==> src/rtl/imadec_pkg.sv <==
// Shared types, widths and tables for the IMA ADPCM block decoder.
// Depends on nothing; every other file in rtl/ refers to it by scoped names.
`default_nettype none

package imadec_pkg;

  localparam int WORD_W     = 32;
  localparam int SAMPLE_W   = 16;
  localparam int SLOT_W     = 13;
  localparam int CFG_W      = 2;
  localparam int IDX_W      = 7;
  localparam int STEP_W     = 15;
  localparam int CODE_W     = 4;

  localparam logic [IDX_W-1:0] MAX_STEP_INDEX = 7'd88;

  typedef logic signed [SAMPLE_W-1:0] sample_t;
  typedef logic [IDX_W-1:0]           step_index_t;
  typedef logic [STEP_W-1:0]          step_t;
  typedef logic [CODE_W-1:0]          code_t;

  // Quantizer step size for a step index; indexes past the end read the top entry.
  function automatic step_t step_size(input step_index_t idx);
    step_t s;
    unique case (idx)
      7'd0:  s = 15'd7;     7'd1:  s = 15'd8;     7'd2:  s = 15'd9;
      7'd3:  s = 15'd10;    7'd4:  s = 15'd11;    7'd5:  s = 15'd12;
      7'd6:  s = 15'd13;    7'd7:  s = 15'd14;    7'd8:  s = 15'd16;
      7'd9:  s = 15'd17;    7'd10: s = 15'd19;    7'd11: s = 15'd21;
      7'd12: s = 15'd23;    7'd13: s = 15'd25;    7'd14: s = 15'd28;
      7'd15: s = 15'd31;    7'd16: s = 15'd34;    7'd17: s = 15'd37;
      7'd18: s = 15'd41;    7'd19: s = 15'd45;    7'd20: s = 15'd50;
      7'd21: s = 15'd55;    7'd22: s = 15'd60;    7'd23: s = 15'd66;
      7'd24: s = 15'd73;    7'd25: s = 15'd80;    7'd26: s = 15'd88;
      7'd27: s = 15'd97;    7'd28: s = 15'd107;   7'd29: s = 15'd118;
      7'd30: s = 15'd130;   7'd31: s = 15'd143;   7'd32: s = 15'd157;
      7'd33: s = 15'd173;   7'd34: s = 15'd190;   7'd35: s = 15'd209;
      7'd36: s = 15'd230;   7'd37: s = 15'd253;   7'd38: s = 15'd279;
      7'd39: s = 15'd307;   7'd40: s = 15'd337;   7'd41: s = 15'd371;
      7'd42: s = 15'd408;   7'd43: s = 15'd449;   7'd44: s = 15'd494;
      7'd45: s = 15'd544;   7'd46: s = 15'd598;   7'd47: s = 15'd658;
      7'd48: s = 15'd724;   7'd49: s = 15'd796;   7'd50: s = 15'd876;
      7'd51: s = 15'd963;   7'd52: s = 15'd1060;  7'd53: s = 15'd1166;
      7'd54: s = 15'd1282;  7'd55: s = 15'd1411;  7'd56: s = 15'd1552;
      7'd57: s = 15'd1707;  7'd58: s = 15'd1878;  7'd59: s = 15'd2066;
      7'd60: s = 15'd2272;  7'd61: s = 15'd2499;  7'd62: s = 15'd2749;
      7'd63: s = 15'd3024;  7'd64: s = 15'd3327;  7'd65: s = 15'd3660;
      7'd66: s = 15'd4026;  7'd67: s = 15'd4428;  7'd68: s = 15'd4871;
      7'd69: s = 15'd5358;  7'd70: s = 15'd5894;  7'd71: s = 15'd6484;
      7'd72: s = 15'd7132;  7'd73: s = 15'd7845;  7'd74: s = 15'd8630;
      7'd75: s = 15'd9493;  7'd76: s = 15'd10442; 7'd77: s = 15'd11487;
      7'd78: s = 15'd12635; 7'd79: s = 15'd13899; 7'd80: s = 15'd15289;
      7'd81: s = 15'd16818; 7'd82: s = 15'd18500; 7'd83: s = 15'd20350;
      7'd84: s = 15'd22385; 7'd85: s = 15'd24623; 7'd86: s = 15'd27086;
      7'd87: s = 15'd29794;
      default: s = 15'd32767;
    endcase
    return s;
  endfunction

  // Signed step index adjustment for the magnitude bits of a code.
  function automatic logic signed [4:0] index_adjust(input logic [2:0] mag);
    logic signed [4:0] a;
    unique case (mag)
      3'd4:    a = 5'sd2;
      3'd5:    a = 5'sd4;
      3'd6:    a = 5'sd6;
      3'd7:    a = 5'sd8;
      default: a = -5'sd1;
    endcase
    return a;
  endfunction

endpackage

`default_nettype wire

==> src/rtl/imadec_if.sv <==
// Valid/ready channel interfaces for the IMA ADPCM block decoder.
// Depends on imadec_pkg for field widths.
`default_nettype none

// Compressed word channel.
interface imadec_word_if;
  logic                             valid;
  logic                             ready;
  logic [imadec_pkg::WORD_W-1:0]    data_word;
  logic                             block_start;

  modport source (output valid, output data_word, output block_start, input ready);
  modport sink   (input valid, input data_word, input block_start, output ready);
endinterface

// Decoded sample channel.
interface imadec_sample_if;
  logic                             valid;
  logic                             ready;
  logic signed [imadec_pkg::SAMPLE_W-1:0] sample;
  logic                             channel;
  logic [imadec_pkg::SLOT_W-1:0]    slot;
  logic                             last;

  modport source (output valid, output sample, output channel, output slot, output last,
                  input ready);
  modport sink   (input valid, input sample, input channel, input slot, input last,
                  output ready);
endinterface

// Configuration write channel for the channel count register.
interface imadec_cfg_if;
  logic                             valid;
  logic                             ready;
  logic [imadec_pkg::CFG_W-1:0]     data;

  modport source (output valid, output data, input ready);
  modport sink   (input valid, input data, output ready);
endinterface

`default_nettype wire

==> src/rtl/ima_adpcm_block_decoder_top.sv <==
// IMA ADPCM block decoder, top level.
// Depends on imadec_pkg and the channel interfaces in imadec_if.sv.
`default_nettype none

// Usage:
// - words: one 32-bit word of a compressed block per item, with block_start set on the
//   first word of a block. The first word per channel is a preamble (predictor in bits
//   15..0, step index in bits 23..16); later words carry eight 4-bit codes, channels
//   taken in turn.
// - samples: one decoded sample per item with its channel, slot in the block, and last
//   set on the final sample of each input word.
// - cfg: writes the channel count (1 or 2); write only while the block is idle.
// Each word is held in the word register and each sample in the output register.
// Throughput: one code per cycle while the output register is not stalled, through a
// single step-table lookup, add and saturate; the word register is refilled in the
// same cycle that its last sample is produced.
// Reset: both predictors and step indices clear, the block expects a preamble for
// channel 0, and the channel count returns to 1.
// Stall: while a sample waits in the output register the decode step holds; a new
// word is still taken if the word register is free.
module ima_adpcm_block_decoder_top #(
  parameter int MAX_CHANNELS          = 2,
  parameter int MAX_SAMPLES_PER_BLOCK = 4096
) (
  input  wire logic         clk,
  input  wire logic         rst,
  imadec_word_if.sink       words,
  imadec_sample_if.source   samples,
  imadec_cfg_if.sink        cfg
);

  localparam int GROUPS   = MAX_SAMPLES_PER_BLOCK / 8;
  localparam int GW       = (GROUPS > 1) ? $clog2(GROUPS) : 1;
  localparam int SW       = imadec_pkg::SLOT_W;
  localparam logic [GW-1:0] GROUP_LIMIT = GW'(GROUPS - 1);

  // Configuration register.
  logic [imadec_pkg::CFG_W-1:0] channel_count;

  // Decoder state.
  imadec_pkg::sample_t      predictors   [2];
  imadec_pkg::step_index_t  step_indices [2];
  logic                     in_preamble;
  logic                     current_channel;
  logic [GW-1:0]            group_count;

  // Word register and code counter.
  logic                     in_full;
  logic [imadec_pkg::WORD_W-1:0] in_word;
  logic                     in_bs;
  logic [2:0]               code_cnt;

  // Output register.
  logic                     out_valid;
  imadec_pkg::sample_t      out_sample;
  logic                     out_channel;
  logic [SW-1:0]            out_slot;
  logic                     out_last;

  // Decode step signals.
  logic                     two_ch;
  logic                     pre_eff;
  logic                     ch;
  logic                     go;
  logic                     finish;
  imadec_pkg::code_t        code;
  imadec_pkg::step_t        step;
  logic [15:0]              diff;
  logic signed [17:0]       pred_wide;
  imadec_pkg::sample_t      pred_next;
  logic signed [8:0]        idx_wide;
  imadec_pkg::step_index_t  idx_next;
  imadec_pkg::step_index_t  pre_idx;
  logic [SW-1:0]            slot_code;
  logic [SW-1:0]            g13;
  logic                     last_ch;

  assign cfg.ready = 1'b1;

  // Channel count in use: 0 acts as 1, 3 as 2, and never above MAX_CHANNELS.
  assign two_ch  = (channel_count >= 2'd2) && (MAX_CHANNELS >= 2);
  assign pre_eff = in_bs | in_preamble;
  assign ch      = in_bs ? 1'b0 : (current_channel & two_ch);
  assign last_ch = !two_ch || ch;

  assign go     = in_full && (!out_valid || samples.ready);
  assign finish = go && (pre_eff || (code_cnt == 3'd7));
  assign words.ready = !in_full || finish;

  // One code: difference from the step size, then saturate the predictor.
  always_comb begin
    code = in_word[{code_cnt, 2'b00} +: 4];
    step = imadec_pkg::step_size(step_indices[ch]);
    diff = 16'(step >> 3);
    if (code[0]) diff = diff + 16'(step >> 2);
    if (code[1]) diff = diff + 16'(step >> 1);
    if (code[2]) diff = diff + 16'(step);
    if (code[3]) pred_wide = 18'(predictors[ch]) - $signed({2'b00, diff});
    else         pred_wide = 18'(predictors[ch]) + $signed({2'b00, diff});
    if (pred_wide > 18'sd32767)        pred_next = 16'sh7fff;
    else if (pred_wide < -18'sd32768)  pred_next = -16'sh8000;
    else                               pred_next = pred_wide[15:0];
    idx_wide = $signed({2'b00, step_indices[ch]}) + 9'(imadec_pkg::index_adjust(code[2:0]));
    if (idx_wide < 9'sd0)                                     idx_next = '0;
    else if (idx_wide > $signed({2'b00, imadec_pkg::MAX_STEP_INDEX}))
      idx_next = imadec_pkg::MAX_STEP_INDEX;
    else                                                      idx_next = idx_wide[6:0];
  end

  // Preamble step index, clamped to the table.
  assign pre_idx = (in_word[23:16] > {1'b0, imadec_pkg::MAX_STEP_INDEX}) ?
                   imadec_pkg::MAX_STEP_INDEX : in_word[22:16];

  // Slot of this code: n + 8*n*group + channel + n*code.
  assign g13 = SW'(group_count);
  always_comb begin
    if (two_ch) slot_code = SW'(2) + SW'(ch) + (g13 << 4) + SW'({code_cnt, 1'b0});
    else        slot_code = SW'(1) + (g13 << 3) + SW'(code_cnt);
  end

  // Configuration write.
  always_ff @(posedge clk) begin
    if (rst) begin
      channel_count <= 2'd1;
    end else if (cfg.valid) begin
      channel_count <= cfg.data;
    end
  end

  // Word register and code counter.
  always_ff @(posedge clk) begin
    if (rst) begin
      in_full  <= 1'b0;
      code_cnt <= '0;
    end else begin
      if (words.valid && words.ready) begin
        in_full <= 1'b1;
      end else if (finish) begin
        in_full <= 1'b0;
      end
      if (finish) code_cnt <= '0;
      else if (go) code_cnt <= code_cnt + 3'd1;
    end
  end

  always_ff @(posedge clk) begin
    if (words.valid && words.ready) begin
      in_word <= words.data_word;
      in_bs   <= words.block_start;
    end
  end

  // Decoder state update, one code or one preamble per step.
  always_ff @(posedge clk) begin
    if (rst) begin
      predictors[0]   <= '0;
      predictors[1]   <= '0;
      step_indices[0] <= '0;
      step_indices[1] <= '0;
      in_preamble     <= 1'b1;
      current_channel <= 1'b0;
      group_count     <= '0;
    end else if (go) begin
      if (pre_eff) begin
        predictors[ch]   <= in_word[15:0];
        step_indices[ch] <= pre_idx;
        if (last_ch) begin
          in_preamble     <= 1'b0;
          current_channel <= 1'b0;
          group_count     <= '0;
        end else begin
          in_preamble     <= 1'b1;
          current_channel <= 1'b1;
        end
      end else begin
        predictors[ch]   <= pred_next;
        step_indices[ch] <= idx_next;
        if (code_cnt == 3'd7) begin
          if (last_ch) begin
            current_channel <= 1'b0;
            if (group_count < GROUP_LIMIT) group_count <= group_count + GW'(1);
          end else begin
            current_channel <= 1'b1;
          end
        end
      end
    end
  end

  // Output register.
  always_ff @(posedge clk) begin
    if (rst) begin
      out_valid <= 1'b0;
    end else if (go) begin
      out_valid <= 1'b1;
    end else if (samples.ready) begin
      out_valid <= 1'b0;
    end
  end

  always_ff @(posedge clk) begin
    if (go) begin
      out_channel <= ch;
      if (pre_eff) begin
        out_sample <= in_word[15:0];
        out_slot   <= SW'(ch);
        out_last   <= 1'b1;
      end else begin
        out_sample <= pred_next;
        out_slot   <= slot_code;
        out_last   <= (code_cnt == 3'd7);
      end
    end
  end

  assign samples.valid   = out_valid;
  assign samples.sample  = out_sample;
  assign samples.channel = out_channel;
  assign samples.slot    = out_slot;
  assign samples.last    = out_last;

  // The code counter only runs while a word is held.
  a_cnt_idle: assert property (@(posedge clk) disable iff (rst)
    !in_full |-> code_cnt == 3'd0)
    else $error("code counter nonzero with no word held");

  // Stored step indices stay inside the table.
  a_idx_range: assert property (@(posedge clk) disable iff (rst)
    step_indices[0] <= imadec_pkg::MAX_STEP_INDEX && step_indices[1] <= imadec_pkg::MAX_STEP_INDEX)
    else $error("step index out of range");

  // A word's final step frees the word register unless a new word is taken.
  a_finish_frees: assert property (@(posedge clk) disable iff (rst)
    (finish && !(words.valid && words.ready)) |=> !in_full)
    else $error("word register still full after final step");

  // No sample is offered right after reset.
  a_reset_out: assert property (@(posedge clk) rst |=> !samples.valid)
    else $error("sample offered after reset");

endmodule

`default_nettype wire
==> src/flat_wrapper.sv <==
// flat-port wrapper written by rule: the top's interface ports become plain ports
module ima_adpcm_block_decoder_top_flat 
#(
  parameter int MAX_CHANNELS          = 2,
  parameter int MAX_SAMPLES_PER_BLOCK = 4096
)
  (clk, rst, words_valid, words_data_word, words_block_start, words_ready, samples_valid, samples_sample, samples_channel, samples_slot, samples_last, samples_ready, cfg_valid, cfg_data, cfg_ready);
  imadec_word_if words_i ();
  imadec_sample_if samples_i ();
  imadec_cfg_if cfg_i ();
  input  wire logic clk;
  input  wire logic rst;
  input wire logic [$bits(words_i.valid)-1:0] words_valid;
  input wire logic [$bits(words_i.data_word)-1:0] words_data_word;
  input wire logic [$bits(words_i.block_start)-1:0] words_block_start;
  output wire logic [$bits(words_i.ready)-1:0] words_ready;
  output wire logic [$bits(samples_i.valid)-1:0] samples_valid;
  output wire logic [$bits(samples_i.sample)-1:0] samples_sample;
  output wire logic [$bits(samples_i.channel)-1:0] samples_channel;
  output wire logic [$bits(samples_i.slot)-1:0] samples_slot;
  output wire logic [$bits(samples_i.last)-1:0] samples_last;
  input wire logic [$bits(samples_i.ready)-1:0] samples_ready;
  input wire logic [$bits(cfg_i.valid)-1:0] cfg_valid;
  input wire logic [$bits(cfg_i.data)-1:0] cfg_data;
  output wire logic [$bits(cfg_i.ready)-1:0] cfg_ready;
  assign words_i.valid = words_valid;
  assign words_i.data_word = words_data_word;
  assign words_i.block_start = words_block_start;
  assign words_ready = words_i.ready;
  assign samples_valid = samples_i.valid;
  assign samples_sample = samples_i.sample;
  assign samples_channel = samples_i.channel;
  assign samples_slot = samples_i.slot;
  assign samples_last = samples_i.last;
  assign samples_i.ready = samples_ready;
  assign cfg_i.valid = cfg_valid;
  assign cfg_i.data = cfg_data;
  assign cfg_ready = cfg_i.ready;
  ima_adpcm_block_decoder_top #(.MAX_CHANNELS(MAX_CHANNELS), .MAX_SAMPLES_PER_BLOCK(MAX_SAMPLES_PER_BLOCK)) u_core (.clk(clk), .rst(rst), .words(words_i), .samples(samples_i), .cfg(cfg_i));
endmodule
==> config.mk <==
export PLATFORM = sky130hd
export DESIGN_NAME = ima_adpcm_block_decoder_top_flat
export DESIGN_NICKNAME = d
export VERILOG_FILES = /design/src/rtl/imadec_pkg.sv /design/src/rtl/imadec_if.sv /design/src/rtl/ima_adpcm_block_decoder_top.sv /design/src/flat_wrapper.sv
export SDC_FILE = /design/constraint.sdc
export NUM_CORES = 1
export LEC_CHECK = 0
export BUFFER_PORTS_ARGS = -buffer_cell sky130_fd_sc_hd__buf_2
export CAP_MARGIN = 20
export CELL_PAD_IN_SITES_DETAIL_PLACEMENT = 0
export CELL_PAD_IN_SITES_GLOBAL_PLACEMENT = 1
export CORE_UTILIZATION = 45
export CTS_CLUSTER_DIAMETER = 200
export CTS_CLUSTER_SIZE = 40
export DETAILED_ROUTE_END_ITERATION = 6
export HOLD_SLACK_MARGIN = 0.03
export PLACE_DENSITY_LB_ADDON = 0.1
export SLEW_MARGIN = 20
export SYNTH_ARGS = -nofsm -noshare
export SYNTH_HDL_FRONTEND = slang
export SYNTH_SLANG_ARGS = --single-unit
==> constraint.sdc <==
create_clock -name clk -period 21.5 [get_ports clk]
set_clock_uncertainty 0.2 [all_clocks]
set_input_delay 4.3 -clock clk [delete_from_list [all_inputs] [get_ports clk]]
set_output_delay 4.3 -clock clk [all_outputs]
set_load 0.01 [all_outputs]
## Word-level counts from Yosys, hierarchy flattened

Memories as Yosys holds them, arrays and structs flattened.
Index checks and enable logic that the tools add are counted.

| operators by class | value |
|---|---|
| $add $sub $neg | 13 |
| multipliers | 0 |
| divide/modulo/power cells | 0 |
| order comparisons | 7 |
| eq/ne operators | 5 |
| shift operators | 1 |
| muxes and demuxes | 44 |
| bitwise logic cells | 4 |
| reduce and logical (&&, ||, !) cells | 20 |

Operators with widths:

| cell | count |
|---|---|
| two-way mux 16 bit | 7 |
| two-way mux 9 bit | 5 |
| two-way mux 7 bit | 5 |
| variable part select 32 x 6 -> 4 bit | 1 |
| two-way mux 1 bit | 23 |
| one-hot mux 5 bit (4 select lines) | 1 |
| adder 16 x 17 -> 18 bit | 1 |
| greater-than comparator 18 x 16 -> 1 bit, second input constant | 1 |
| < comparator 18 x 16 -> 1 bit, second input constant | 1 |
| two-way mux 18 bit | 1 |
| subtractor 16 x 17 -> 18 bit | 1 |
| adder 16 x 14 -> 16 bit | 1 |
| adder 16 x 15 -> 16 bit | 1 |
| OR reduction 16 bit | 1 |
| == test 3 bit, second input constant | 5 |
| adder 12 x 13 -> 14 bit | 1 |
| two-way mux 14 bit | 1 |
| adder 1 x 12 -> 13 bit, first input constant | 1 |
| adder 13 bit | 1 |
| adder 13 x 3 -> 13 bit | 1 |
| adder 13 x 4 -> 13 bit | 1 |
| two-way mux 13 bit | 1 |
| adder 8 x 5 -> 9 bit | 1 |
| adder 9 x 1 -> 9 bit, second input constant | 1 |
| other kinds (17) | 30 |

| storage, ports and cells | value |
|---|---|
| register bits after elaboration | 82 |
| latch bits | 0 |
| bits in writable memories | 46 |
| memory bits (read-only) | 1920 |
| output and inout bits | 34 |
| word-level logic and storage cells | 111 |
| memories | 3 |

Memories:

| memory | depth | bits a word | rd ports | clocked after Yosys merged registers in | wr ports | line | text |
|---|---|---|---|---|---|---|---|
| (no name shown) | 128 | 15 | 1 | 0 | 0 | imadec_pkg.sv:25 | `unique case (idx)` |
| u_core.predictors | 2 | 16 | 1 | 0 | 2 | ima_adpcm_block_decoder_top.sv:41 | `imadec_pkg::sample_t predictors [2];` |
| u_core.step_indices | 2 | 7 | 1 | 0 | 2 | ima_adpcm_block_decoder_top.sv:42 | `imadec_pkg::step_index_t step_indices [2];` |

## Logic depth before layout (Yosys ltp)

An unclocked memory read counts as a cell.

| logic depth | value |
|---|---|
| depth after elaboration | 18 |
| depth in mapped cells | 56 |
| mapped depth without buffers | 51 |

## Least setup slack after synthesis

OpenSTA, ideal clock, no wires.

| path | value |
|---|---|
| kind | register -> register |
| start | register u_core.in_bs |
| end | register u_core.out_sample[12], in the netlist u_core.samples.sample[12] (data pin) |
| library setup time | 0.261 ns |
| arrival time | 10.476 ns |
| data required time | 21.039 ns |
| slack | 10.563 ns |
| stages on the path, launching flop included | 53 |
| period minus slack after synthesis | 10.937 ns |
| cells stage by stage | edfxtp_1 nand3b_1 buf_4 inv_2 buf_6 buf_6 mux2i_1 inv_1 ha_1 clkbuf_1 inv_1 o2bb2ai_1 o21ai_0 o22ai_1 nor2b_1 ha_1 fa_1 a211oi_1 [17 not listed] or3_1 o21ai_0 xnor2_1 ha_1 a21o_1 a21o_1 a21oi_1 nor3b_1 a21oi_1 or4_1 o211ai_1 and3_1 a32o_1 o221ai_1 buf_4 buf_4 nand2_1 a21oi_1 |

| between the ends | value |
|---|---|
| cells in the longest elaborated chain, start to end | 15 |

Ends and longest elaborated chain:

| element | line | text |
|---|---|---|
| from (decl) | ima_adpcm_block_decoder_top.sv:50 | `logic in_bs;` |
| from (signal assigned) | ima_adpcm_block_decoder_top.sv:149 | `in_bs <= words.block_start;` |
| two-way mux 1 bit | ima_adpcm_block_decoder_top.sv:83 | `assign ch = in_bs ? 1'b0 : (current_channel & two_ch);` |
| memory (2 x 7 bit) | n/a |  |
| memory (128 x 15 bit) | n/a |  |
| adder 12 x 13 -> 14 bit | ima_adpcm_block_decoder_top.sv:95 | `if (code[0]) diff = diff + 16'(step >> 2);` |
| two-way mux 14 bit | ima_adpcm_block_decoder_top.sv:95 |  |
| adder 16 x 14 -> 16 bit | ima_adpcm_block_decoder_top.sv:96 | `if (code[1]) diff = diff + 16'(step >> 1);` |
| two-way mux 16 bit | ima_adpcm_block_decoder_top.sv:96 |  |
| adder 16 x 15 -> 16 bit | ima_adpcm_block_decoder_top.sv:97 | `if (code[2]) diff = diff + 16'(step);` |
| two-way mux 16 bit | ima_adpcm_block_decoder_top.sv:97 |  |
| adder 16 x 17 -> 18 bit or subtractor 16 x 17 -> 18 bit (tied branches) | ima_adpcm_block_decoder_top.sv:99, ima_adpcm_block_decoder_top.sv:98 |  |
| two-way mux 18 bit | ima_adpcm_block_decoder_top.sv:98 | `if (code[3]) pred_wide = 18'(predictors[ch]) - $signed({2'b00, diff});` |
| < comparator 18 x 16 -> 1 bit | ima_adpcm_block_decoder_top.sv:101 | `else if (pred_wide < -18'sd32768) pred_next = -16'sh8000;` |
| two-way mux 16 bit | ima_adpcm_block_decoder_top.sv:101 |  |
| two-way mux 16 bit | ima_adpcm_block_decoder_top.sv:100 | `if (pred_wide > 18'sd32767) pred_next = 16'sh7fff;` |
| two-way mux 16 bit * | ima_adpcm_block_decoder_top.sv:204 | `if (pre_eff) begin` |
| to (signal assigned) | ima_adpcm_block_decoder_top.sv:205 | `out_sample <= in_word[15:0];` |
| to (signal assigned) | ima_adpcm_block_decoder_top.sv:209 | `out_sample <= pred_next;` |
| to (decl) | ima_adpcm_block_decoder_top.sv:55 | `imadec_pkg::sample_t out_sample;` |

Every way passes the cells marked *; elsewhere a longest branch is shown, timed or not.
A chain may end at the register's enable or synchronous reset.

## Final worst setup path

| path | value |
|---|---|
| start | register u_core.channel_count[1] (netlist bit) |
| end | register u_core.out_sample[5], in the netlist u_core.samples.sample[5] (data pin) |

| between the ends | value |
|---|---|
| cells in the longest elaborated chain, start to end | 17 |

Ends and longest elaborated chain:

| element | line | text |
|---|---|---|
| from (decl) | ima_adpcm_block_decoder_top.sv:38 | `logic [imadec_pkg::CFG_W-1:0] channel_count;` |
| from (signal assigned) | ima_adpcm_block_decoder_top.sv:126 | `channel_count <= cfg.data;` |
| >= comparator 2 bit * | ima_adpcm_block_decoder_top.sv:81 | `assign two_ch = (channel_count >= 2'd2) && (MAX_CHANNELS >= 2);` |
| bitwise AND 1 bit * | ima_adpcm_block_decoder_top.sv:83 |  |
| two-way mux 1 bit * | ima_adpcm_block_decoder_top.sv:83 |  |
| memory (2 x 7 bit) | n/a |  |
| memory (128 x 15 bit) | n/a |  |
| adder 12 x 13 -> 14 bit | ima_adpcm_block_decoder_top.sv:95 |  |
| two-way mux 14 bit | ima_adpcm_block_decoder_top.sv:95 |  |
| adder 16 x 14 -> 16 bit | ima_adpcm_block_decoder_top.sv:96 |  |
| two-way mux 16 bit | ima_adpcm_block_decoder_top.sv:96 |  |
| adder 16 x 15 -> 16 bit | ima_adpcm_block_decoder_top.sv:97 |  |
| two-way mux 16 bit | ima_adpcm_block_decoder_top.sv:97 |  |
| adder 16 x 17 -> 18 bit or subtractor 16 x 17 -> 18 bit (tied branches) | ima_adpcm_block_decoder_top.sv:99, ima_adpcm_block_decoder_top.sv:98 |  |
| two-way mux 18 bit * | ima_adpcm_block_decoder_top.sv:98 |  |
| < comparator 18 x 16 -> 1 bit | ima_adpcm_block_decoder_top.sv:101 |  |
| two-way mux 16 bit | ima_adpcm_block_decoder_top.sv:101 |  |
| two-way mux 16 bit * | ima_adpcm_block_decoder_top.sv:100 |  |
| two-way mux 16 bit * | ima_adpcm_block_decoder_top.sv:204 |  |

Marks and branches as above.

==> flow_summary.json <==
{
  "hold_class": "flop to flop",
  "synth_top_area_share_pct": 26.8,
  "async_flop_share_pct": 0,
  "synthToLayoutAreaGrowth_pct": 9.50,
  "synth.distinct_cells": 89,
  "cts_max_level": 4,
  "num_rows": 60,
  "crit_path_max_fanout": 35,
  "crit_required_ns": 21.40,
  "crit_top_cell": "a21oi_1",
  "final_max_slew_viol_count": 0,
  "avgSynthCellArea_sq_um": 8.32,
  "grt_max_degree": 64,
  "first_pass_iters": 5,
  "dieArea_sq_um": 28000,
  "synth_seq_area_share_pct": 29.6,
  "dpl.hpwl_um": 27300,
  "yosys-top-cells-count": "180 x nand2_1, 136 x nor2_1, 111 x a21oi_1",
  "cpLargestDelayFamily": "compound AO/OA/AOI/OAI gates",
  "num_antenna_cells": 0,
  "clk-insertion-delay-late_ns": 0.41,
  "root_buffer": "clkbuf_16",
  "holdPathStages": 2,
  "fin_crit_ns": 14.17,
  "fin_nets": 1632,
  "grt.total_usage_pct": 27.3,
  "arrival_ns": 14.07,
  "setup_tns_ns": 0,
  "synth_area_leaders": "edfxtp_1 27%, ha_1 8.1%, nand2_1 5.5%",
  "path_buf_inv": 4,
  "rsz0062_at_grt": "false",
  "leakage_nw": 5.41,
  "antenna_found_initial": 0,
  "drtAntennaViolNets": 0,
  "setup_viol": 0,
  "drive_above_1_share_pct": 12.3,
  "die_w_um": 167,
  "initial_core_util_pct": 45.8,
  "first_global_vias": 10900,
  "clk_pin_slew_ns": 0.06,
  "drt_wl_total_um": 38000,
  "critPathSlowestCell": "dfxtp_1",
  "first_iter_violations": 1062,
  "via_count": 11500,
  "worst_slew_pin_slew_ns": 0.962,
  "crit_path_max_incr_delay_ns": 0.95,
  "timing.fmax_mhz": 70.6,
  "drc": 0,
  "busiest_layer": "met2",
  "via_per_inst": 6.17,
  "worst_ir_drop_vdd_v": 0.0000701,
  "status": "complete, no violations",
  "yosysMostFrequentCell": "nand2_1",
  "hold_path_end": "u_core.samples.valid",
  "met2_usage_pct": 42.7,
  "core_sq_um": 26900,
  "cts_tree": "built",
  "cts_resized": 0,
  "path_class": "flop to flop",
  "yosysWarnings": 0,
  "die_y_um": 167,
  "syn_nets": 1603,
  "synth_edf_count": 110,
  "finalHoldWorstSlack_ns": 0.264,
  "gr-total-overflow": 0,
  "yosys.area.top_type": "edfxtp_1",
  "place_congestion": 0.944,
  "reg2reg_to": "u_core.samples.sample[5]",
  "end_kind": "flop",
  "port_buffers": 71,
  "grtUsageMet1_pct": 39.1,
  "ios": 74,
  "synth_ff_type": "edfxtp_1",
  "grt_pass1_wl_um": 60700,
  "r2r_start": "u_core.channel_count[1]",
  "min_period_over_period_pct": 65.9,
  "wire_per_inst_um": 20.4,
  "rrSetupSlack_ns": 7.33,
  "syn_area_sq_um": 12300,
  "syn_inst": 1478,
  "cts_sinks": 127,
  "r2r_cells": 50,
  "worstSetupStartpointType": "flop",
  "drv_cap": 0,
  "hold_path_startpoint": "u_core.in_full",
  "relSlewSlack_pct": 35.8,
  "postCtsHoldBufs": 0,
  "hold_violations": 0,
  "synth-seq-cells": 127,
  "use_met3_pct": 2.79,
  "powerDensity_nw_per_um2": 99.2,
  "cts_made_buffers": 17,
  "post_cts_buffers": 0,
  "cts_buffer_depth": 2
}
-- cell type report --
class | count | area (sq um)
Sequential cell | 127 | 3640
Inverter | 59 | 221
Clock buffer | 21 | 493
Tap cell | 341 | 427
Multi-Input combinational cell | 1211 | 8080
Fill cell | 2596 | 13400
Timing Repair Buffer | 91 | 505
Clock inverter | 11 | 103
-- flip-flops by register name (all words and copies together), names as in the netlist --
register                count
u_core.in_word             32
u_core.predictors          32
u_core.samples.sample      16
u_core.step_indices        14
u_core.samples.slot        13
u_core.group_count          9
u_core.code_cnt             3
u_core.channel_count        1
u_core.current_channel      1
u_core.in_bs                1
u_core.in_full              1
u_core.in_preamble          1
u_core.samples.channel      1
u_core.samples.last         1
u_core.samples.valid        1
-- metal layers --
| layer | share of wire (%) | up-vias |
|---|---|---|
| met3 | 6.1 | 65 |
| met1 | 47 | 5426 |
| li1 | - | 5552 |
| met2 | 44 | 448 |
| met5 | 0 | - |
| met4 | 2.7 | 0 |
-- cells in the final DEF, fill, tap and decap left out, types with 40 or more instances in the layout --
master    synthesis  routed
a21oi_1         111     111
buf_2            23      71
edfxtp_1        110     110
ha_1             80      80
inv_1            53      53
mux2i_1          44      43
nand2_1         180     180
nor2_1          136     136
nor3_1           64      63
o21ai_0          82      82
xnor2_1          40      40
-- logic make-up after synthesis --
| kind of cell | share of synthesized area, % |
|---|---|
| other cells | 0.0305 |
| compound gates | 23.5 |
| buf+inv | 4.84 |
| xor+xnor | 4.98 |
| mux | 6.71 |
| fa+ha+maj | 9.11 |
| simple gates | 21.2 |
| flops | 29.6 |
-- per-stage QoR --
| stage | worst slack, ns | util (%) | power [mW] | instances | cell area (sq um) |
|---|---|---|---|---|---|
| floorplan | 10.56 | - | 0.870 | 1478 | 12300 |
| global placement | 7.55 | 47.9 | 1.04 | 1829 | 12900 |
| detailed placement | 7.58 | 47.9 | 1.03 | 1829 | 12900 |
| CTS | 7.48 | 50.1 | 1.33 | 1861 | 13500 |
| global route | 6.33 | 50.1 | 1.44 | 1861 | 13500 |
| finish | 7.33 | 50.1 | 1.34 | 1861 | 13500 |
-- worst register-to-register path, delay by kind of cell (launching register included) --
family | cells | cell delay (ns)
DFF | 1 | 0.95
adders and majority gates | 7 | 2.69
xor gates and xnor gates | 2 | 0.26
and+or+nand+nor | 17 | 3.79
AOI/OAI and AO/OA | 18 | 3.96
buffers and inverters | 4 | 1.32
muxes | 2 | 0.67
-- power by group --
part           internal, mW  switching, mW  total, mW
Combinational         0.295          0.459      0.755
Sequential            0.284         0.0113      0.295
Clock                 0.176          0.110      0.287
-- how the worst max path moves through the flow --
| stage | startpoint | endpoint | depth (start not counted) |
|---|---|---|---|
| finish | u_core.channel_count[1] | u_core.samples.sample[5] | 50 |
| global route | u_core.channel_count[1] | u_core.samples.sample[5] | 50 |
| CTS | u_core.channel_count[1] | u_core.samples.sample[5] | 47 |
| detailed placement | u_core.channel_count[1] | u_core.samples.sample[5] | 50 |
| global placement | u_core.channel_count[1] | u_core.samples.sample[5] | 48 |
| floorplan | u_core.in_bs | u_core.samples.sample[12] | 52 |
Power figures use the tool's default switching activity.
